### config.mk
export PLATFORM = sky130hd
export DESIGN_NAME = toaq_cell
export DESIGN_NICKNAME = d
export VERILOG_FILES = /design/src/rtl/core/toaq_pkg.sv /design/src/rtl/core/toaq_cell.sv
export SDC_FILE = /design/constraint.sdc
export NUM_CORES = 1
export LEC_CHECK = 0
export BUFFER_PORTS_ARGS = -buffer_cell sky130_fd_sc_hd__buf_2
export CAP_MARGIN = 10
export CORE_MARGIN = 3
export CORE_UTILIZATION = 40
export CTS_BUF_LIST = sky130_fd_sc_hd__clkbuf_8 sky130_fd_sc_hd__clkbuf_16
export DETAILED_ROUTE_END_ITERATION = 8
export GPL_TIMING_DRIVEN = 0
export MAX_ROUTING_LAYER = met4
export PLACE_DENSITY = 0.88
export RECOVER_POWER = 100
export SYNTH_ARGS = -nofsm -noshare
export SYNTH_HDL_FRONTEND = slang
export SYNTH_SLANG_ARGS = --single-unit
### constraint.sdc
create_clock -name clk -period 3.56 [get_ports clk]
set_clock_uncertainty 0.1 [all_clocks]
set_input_delay 0 -clock clk [delete_from_list [all_inputs] [get_ports clk]]
set_output_delay 0 -clock clk [all_outputs]
set_load 0.01 [all_outputs]
### src/rtl/core/toaq_pkg.sv
`timescale 1ns / 1ps
`default_nettype none

package toaq_pkg;

	// Default sizes
	localparam int unsigned DEPTH_DEF        = 32;
	localparam int unsigned TIME_BITS_DEF    = 32;
	localparam int unsigned PAYLOAD_BITS_DEF = 32;

	// Width of every time and payload field on the ports
	localparam int unsigned FIELD_W = 32;

	// Command codes carried in s_tuser
	localparam logic CMD_PUSH = 1'b0;
	localparam logic CMD_POP  = 1'b1;

	// Status codes carried in m_tuser
	localparam logic STATUS_OK = 1'b0;
	localparam logic STATUS_NA = 1'b1;

	// Per-cycle operation broadcast to every cell
	typedef struct packed {
		logic push;
		logic pop;
	} toaq_ctrl_t;

endpackage

`default_nettype wire

### src/rtl/core/toaq_cell.sv
`timescale 1ns / 1ps
`default_nettype none

module toaq_cell #(
	parameter int unsigned TIME_BITS    = 32,
	parameter int unsigned PAYLOAD_BITS = 32
) (
	input  wire                     clk,
	input  wire                     arst_n,
	input  toaq_pkg::toaq_ctrl_t    ctrl,
	input  wire [TIME_BITS-1:0]     new_time,
	input  wire [PAYLOAD_BITS-1:0]  new_payload,
	// neighbour towards the head
	input  wire                     left_keep,
	input  wire                     left_valid,
	input  wire [TIME_BITS-1:0]     left_time,
	input  wire [PAYLOAD_BITS-1:0]  left_payload,
	// neighbour towards the tail
	input  wire                     right_valid,
	input  wire [TIME_BITS-1:0]     right_time,
	input  wire [PAYLOAD_BITS-1:0]  right_payload,
	// own contents
	output logic                    keep,
	output logic                    valid,
	output logic [TIME_BITS-1:0]    time_val,
	output logic [PAYLOAD_BITS-1:0] payload
);
	import toaq_pkg::*;

	logic                    valid_q;
	logic [TIME_BITS-1:0]    time_q;
	logic [PAYLOAD_BITS-1:0] payload_q;

	// Entry stays put on push when it is due no later than the new one
	assign keep     = valid_q && (time_q <= new_time);
	assign valid    = valid_q;
	assign time_val = time_q;
	assign payload  = payload_q;

	// Occupancy
	always_ff @(posedge clk or negedge arst_n) begin
		if (!arst_n) begin
			valid_q <= 1'b0;
		end else if (ctrl.push && !keep) begin
			valid_q <= left_keep ? 1'b1 : left_valid;
		end else if (ctrl.pop) begin
			valid_q <= right_valid;
		end
	end

	// Contents: insert, shift towards tail on push, towards head on pop
	always_ff @(posedge clk) begin
		if (ctrl.push && !keep) begin
			if (left_keep) begin
				time_q    <= new_time;
				payload_q <= new_payload;
			end else begin
				time_q    <= left_time;
				payload_q <= left_payload;
			end
		end else if (ctrl.pop) begin
			time_q    <= right_time;
			payload_q <= right_payload;
		end
	end

endmodule

`default_nettype wire

==> results.cfg, run 1 <==
[critical_path]
slowest_stage = sky130_fd_sc_hd__or2_4
worst_r2r_path_depth = 9
crit-reg2reg-launch = time_val[14]$_DFFE_PP_
critical_path.endpoint_type = flop
path_buf_inv = 2
cpLargestDelayFamily = simple AND/OR/NAND/NOR gates
timing.critical_path.required_ns = 3.43
worst_setup_path_category = flop to flop
crit-reg2reg-capture = time_val[22]$_DFFE_PP_
crit_path_max_incr_delay_ns = 0.46
worst-endpoint-arrival_ns = 3.12
start_kind = flop
worstPathCellList = ha_1, nand4_1, nor4_4, a21boi_1, o31a_1, o31a_1, buf_6, buf_6, or2_4
regToRegSetupSlack_ns = 0.31
crit_path_max_fanout = 32

[power]
power_density_mw_per_mm2 = 349
static-leakage-power_nw = 3.20
vdd_ir_drop_max_v = 0.000183
total_power_mw = 2.47

[hold_path]
worst_hold_path.endpoint = time_val[3]$_DFFE_PP_
holdPathStages = 4
hold_start = left_time[3]
holdCritPathClass = input port to flop

[yosys]
ys_async_sr_fraction = 0.0154
syn-mean-instance-area_sq_um = 12.2
yosys-top-cells-area = sky130_fd_sc_hd__edfxtp_1 (43%), sky130_fd_sc_hd__mux2_4 (16%), sky130_fd_sc_hd__mux2_2 (12%), sky130_fd_sc_hd__ha_1 (8.9%), sky130_fd_sc_hd__a21oi_1 (5.0%)
synth.ff_latch_count = 65
synth_largest_area_cell = sky130_fd_sc_hd__edfxtp_1
syn-num-nets = 600
synth-edff-count = 64
part_of_the_yosys_area_used_for_sequential_elements = 0.434
post_synth_instance_area_sq_mm = 0.00449
synth_cell_type_count = 33
synth_instances = 369
yosys_warnings = 0
synth_top_cell_area_share = 0.428
dominantRegCellSynth = sky130_fd_sc_hd__edfxtp_1

[timing]
slew_headroom = 0.486
maxClockFrequency_mhz = 308
setup_violations = 0
timing_worst_slew_pin_value_ns = 0.771
fin_hold_ws_ns = 0.00669
final_min_period_over_clock_period = 0.913
unrepaired_setup_endpoints_after_global_routing = false
final_hold_viol_count = 0
period_minus_slack_ns = 3.25
final-max-slew-violation-count = 0

[clock_tree]
clkSinkCount = 65
htree_num_levels = 3
cts_max_path_buffers = 2
cts_made_buffers = 9
insertion_delay_ns = 0.34
cts.reportedPaths.clkPinSlew_ns = 0.08
cts_root_buffer = sky130_fd_sc_hd__clkbuf_8
cts_tree = built

[place]
portBuffers = 263
post-dp-hpwl_mm = 10.8
place.gp.congestion = 0.844

[cells_and_area]
drive_gt1_frac = 0.358
syn_to_final_growth_pct = 57.7
layout.filler_cells = 884
seqCellArea_sq_mm = 0.00195
layout.nets = 994
multi_input_area_sq_mm = 0.00216
utilization = 0.650

[die]
num_rows = 38
start_util = 0.412
die_x_um = 112
design.portCount = 265
core_area_sq_mm = 0.0109
die_h_um = 112
die_area_sq_mm = 0.0125

[status]
run_status = finished clean

[grt]
grt_pass1_wl_mm = 25.1
antenna_found_initial = 2
track_usage = 0.266
maximum_number_of_pins_on_one_net_before_global_route_repair = 33
grt-ovfl-total = 0
grt_pass1_vias = 5043

[detailed_routing]
drt-pass1-iter-count = 5
route.final.wire_length_mm = 16.5
postRouteAntennaNets = 0
vias_per_cell = 4.99
drt-initial-drc-count = 296
routedWlPerCell_um = 18.2
drc_errors = 0
vias = 4535

[job]
maxCapViolations = 0
==> state kept, by name, indices dropped and copies added (netlist names) <==
name	cells
payload	32
valid	1
time_val	32
==> synthesized netlist by cell type, types with 2 or more instances <==
cell and number:
sky130_fd_sc_hd__ha_1 32, sky130_fd_sc_hd__o31a_1 2, sky130_fd_sc_hd__buf_6 6, sky130_fd_sc_hd__inv_1 35
sky130_fd_sc_hd__mux2_4 49, sky130_fd_sc_hd__o21ai_0 7, sky130_fd_sc_hd__nand4_1 6, sky130_fd_sc_hd__mux2_2 48
sky130_fd_sc_hd__nor4_1 2, sky130_fd_sc_hd__nand3_1 4, sky130_fd_sc_hd__nor2_1 33, sky130_fd_sc_hd__nand2_1 7
sky130_fd_sc_hd__clkbuf_1 10, sky130_fd_sc_hd__nor2b_1 2, sky130_fd_sc_hd__a21oi_1 45, sky130_fd_sc_hd__edfxtp_1 64
==> tightest hold or removal path, cell delays in order <==
cell and delay [ns]:
sky130_fd_sc_hd__buf_2 0.08, sky130_fd_sc_hd__nor2_1 0.03, sky130_fd_sc_hd__a21oi_1 0.10, sky130_fd_sc_hd__mux2_1 0.13
==> through the flow <==
step	cells	instance area [sq um]	setup TNS [ns]	setup WS (ns)
global placement	772	5980	-42.31	-0.666
floorplan	369	4490	0	0.190
finish	908	7080	0	0.308
detailed placement	772	5980	-14.36	-0.230
global route	908	7080	0	0.0497
CTS	905	7320	0	0.0447
==> final cells by class <==
class	count	share of cell area
timing repair buffer	382	0.343
antenna	2	0.000707
multi-input combinational	252	0.305
inverter	35	0.0186
tap	140	0.0247
sequential	65	0.275
buffer	18	0.0125
clock inverter	5	0.00371
clock buffer	9	0.0175
==> cell families after synthesis <==
family	share of synthesized area
AO/OA/AOI/OAI	0.0786
flip-flops	0.434
adder cells (fa/ha/maj)	0.0892
AND/OR/NAND/NOR	0.0596
buffers and inverters	0.0546
multiplexers	0.284
==> power by group <==
part           switching [mW]  internal (mW)  leakage [nW]
Clock                   0.282          0.239        0.0819
Combinational           0.452          0.443          2.47
Sequential             0.0526           1.00         0.651
Total                   0.787           1.69          3.20
==> cell usage in the layout, fill, tap and decap left out, drive strengths merged, types with 2 or more instances in the layout <==
cell type    count
a21oi           45
buf            202
clkbuf          88
clkinv           3
diode            2
dlygate4sd3    119
edfxtp          64
ha              32
inv             36
mux2            97
nand2            7
nand3            4
nand4            6
nor2            33
nor2b            2
nor4             2
o21ai            7
o31a             2
or2              2
==> routing by layer <==
layer,GRT usage,part of all wire,wire length [um]
met1,0.281,0.37,6150
met4,0.139,0.043,702
met5,-,0,0
met3,0.0554,0.063,1040
met2,0.466,0.52,8620
==> worst max-delay path by stage <==
stage                                 startpoint                     end  cells after the start
final                     time_val[14]$_DFFE_PP_  time_val[22]$_DFFE_PP_                      9
after global routing      time_val[14]$_DFFE_PP_  time_val[22]$_DFFE_PP_                      9
after CTS                 time_val[14]$_DFFE_PP_   payload[10]$_DFFE_PP_                      9
after detailed placement  time_val[14]$_DFFE_PP_   payload[15]$_DFFE_PP_                      9
after global placement    time_val[13]$_DFFE_PP_   payload[16]$_DFFE_PP_                      9
after floorplan           time_val[14]$_DFFE_PP_    payload[0]$_DFFE_PP_                      9
==> what timing repair did <==
action / 4_1_cts / 5_1_grt
gates resized for setup: 1 / 3
endpoints found under the hold margin: 66 / 1
buffers inserted: 0 / 0
endpoints found under the setup margin: 64 / 64
hold buffers: 118 / 1
cloned: 1 / 0
pin swaps: 1 / 2
Note: power is estimated with default switching activity, not from simulation.
==> run 2, diff against run 1 <==
Settings changed: CAP_MARGIN 10 to 20.
Clock period 3.56 ns to 2.6 ns, I/O delays scaled along.
==> results.cfg, run 2 (same netlist as run 1, synthesis figures left out) <==
[die]
die_x_um = 112
start_util = 0.412
core_area_sq_mm = 0.0109
die_h_um = 112
die_area_sq_mm = 0.0125
design.portCount = 265
num_rows = 38

[critical_path]
worst-endpoint-arrival_ns = 2.98
crit_path_max_incr_delay_ns = 0.42
timing.critical_path.required_ns = 2.59
cpLargestDelayFamily = compound AO/OA/AOI/OAI gates
worstPathCellList = ha_1, a21oi_1, o21ai_0, a221oi_2, o31ai_2, o31a_1, buf_8, buf_12, or2_4, buf_12
critical_path.endpoint_type = flop
worst_setup_path_category = flop to flop
launching_instance_or_port_of_the_critical_path = time_val[27]$_DFFE_PP_
crit_path_most_repeated_cell = sky130_fd_sc_hd__buf_12
path_buf_inv = 3
crit_path_max_fanout = 12
start_kind = flop
slowest_stage = sky130_fd_sc_hd__edfxtp_1
crit-reg2reg-launch = time_val[27]$_DFFE_PP_

[detailed_routing]
route.final.wire_length_mm = 18.2
routedWlPerCell_um = 19.5
drt-initial-drc-count = 258
vias = 4740
drc_errors = 0
postRouteAntennaNets = 0
vias_per_cell = 5.07
drt-pass1-iter-count = 7

[timing]
fin_tns_setup_ns = -42.25
setup_violations = 128
maxClockFrequency_mhz = 335
unrepaired_setup_endpoints_after_global_routing = true
slew_headroom = 0.534
fin_hold_ws_ns = 0.00945
layout_setup_ws_ns = -0.389
period_minus_slack_ns = 2.99
final-max-slew-violation-count = 0
timing_worst_slew_pin_value_ns = 0.700
final_hold_viol_count = 0
final_min_period_over_clock_period = 1.15

[clock_tree]
cts_max_path_buffers = 2
cts_made_buffers = 9
cts_root_buffer = sky130_fd_sc_hd__clkbuf_8
clkSinkCount = 65
insertion_delay_ns = 0.33
htree_num_levels = 3
cts_tree = built
cts.reportedPaths.clkPinSlew_ns = 0.08

[power]
vdd_ir_drop_max_v = 0.000250
static-leakage-power_nw = 3.61
total_power_mw = 3.82
power_density_mw_per_mm2 = 492

[cells_and_area]
stdcell_area_sq_mm = 0.00776
layout_commonest_cell = sky130_fd_sc_hd__buf_2
drive_gt1_frac = 0.466
instances_no_fill = 935
utilization = 0.713
most-common-layout-cells = sky130_fd_sc_hd__buf_2 (206), sky130_fd_sc_hd__dlygate4sd3_1 (116), sky130_fd_sc_hd__clkbuf_1 (66), sky130_fd_sc_hd__edfxtp_1 (64), sky130_fd_sc_hd__mux2_4 (54)
layout.nets = 1020
syn_to_final_growth_pct = 72.9

[grt]
grt_pass1_vias = 5162
grt-ovfl-total = 0
maximum_number_of_pins_on_one_net_before_global_route_repair = 16
antenna_found_initial = 1
grt_pass1_wl_mm = 26.8
track_usage = 0.283

[place]
portBuffers = 263
dp_slack_ns = -1.12
post-dp-hpwl_mm = 10.6
place.gp.congestion = 0.870
place_inst = 772
placement.cell_area_sq_mm = 0.00601

[hold_path]
holdCritPathClass = input port to flop
hold_start = left_payload[28]

[status]
run_status = complete, but fails checks
violations = negative setup slack

[job]
maxCapViolations = 0
## run 2: changes by cell type in the layout (fill, tap and decap cells not counted), sizes merged
| cell | delta |
|---|---|
| buf | +36 |
| inv | +2 |
| diode | -1 |
| clkbuf | -10 |
| clkinv | -1 |
| dlygate4sd3 | -3 |
| or2 | +4 |
## run 2: final cells by class
class | count | area (sq um)
fill | 757 | 3130
timing repair buffer | 405 | 2710
multi-input combinational | 256 | 2500
sequential | 65 | 1950
tap | 140 | 175
clock buffer | 10 | 138
buffer | 17 | 133
inverter | 35 | 131
clock inverter | 6 | 28.8
antenna | 1 | 2.50
## run 2: repair_timing
item / 4_1_cts / 5_1_grt
hold endpoints to repair: 66 / 0
setup endpoints to repair: 129 / 129
pin swaps: 9 / 7
resized for setup: 17 / 22
hold buffers: 116 / 0
setup buffers: 11 / 12
gates cloned: 6 / 2
## run 2: report_power, final
part | total (mW) | switching, mW | leakage [nW] | internal [mW]
clock | 0.768 | 0.409 | 0.0959 | 0.360
combinational | 1.59 | 0.717 | 2.86 | 0.876
sequential | 1.46 | 0.0849 | 0.651 | 1.37
## run 2: worst paths after layout
| kind | depth (start not counted) | slack (ns) | end |
|---|---|---|---|
| worst max-delay path | 10 | -0.39 | payload[14]$_DFFE_PP_ |
| worst min-delay path | 3 | 0.009 | payload[28]$_DFFE_PP_ |
| worst max register to register | 10 | -0.39 | payload[14]$_DFFE_PP_ |
| worst min register to register | 1 | 0.43 | valid$_DFFE_PN0P_ |
| max in group asynchronous | 3 | 1.82 | valid$_DFFE_PN0P_ |
| min in group asynchronous | 3 | 0.48 | valid$_DFFE_PN0P_ |
## run 2: routing by layer
| metal | up-vias | routed length (um) | track usage | part of all wire |
|---|---|---|---|---|
| met1 | 2215 | 6600 | 0.300 | 0.36 |
| met5 | - | 0 | - | 0 |
| met2 | 268 | 9660 | 0.516 | 0.53 |
| met4 | 0 | 714 | 0.111 | 0.039 |
| li1 | 2206 | - | - | - |
| met3 | 51 | 1250 | 0.0565 | 0.069 |
## run 2: worst register-to-register path, stage by stage (launching register included)
cell                       delay, ns
sky130_fd_sc_hd__edfxtp_1       0.42
sky130_fd_sc_hd__ha_1           0.33
sky130_fd_sc_hd__a21oi_1        0.14
sky130_fd_sc_hd__o21ai_0        0.17
sky130_fd_sc_hd__a221oi_2       0.33
sky130_fd_sc_hd__o31ai_2        0.14
sky130_fd_sc_hd__o31a_1         0.36
sky130_fd_sc_hd__buf_8          0.18
sky130_fd_sc_hd__buf_12         0.15
sky130_fd_sc_hd__or2_4          0.25
sky130_fd_sc_hd__buf_12         0.15
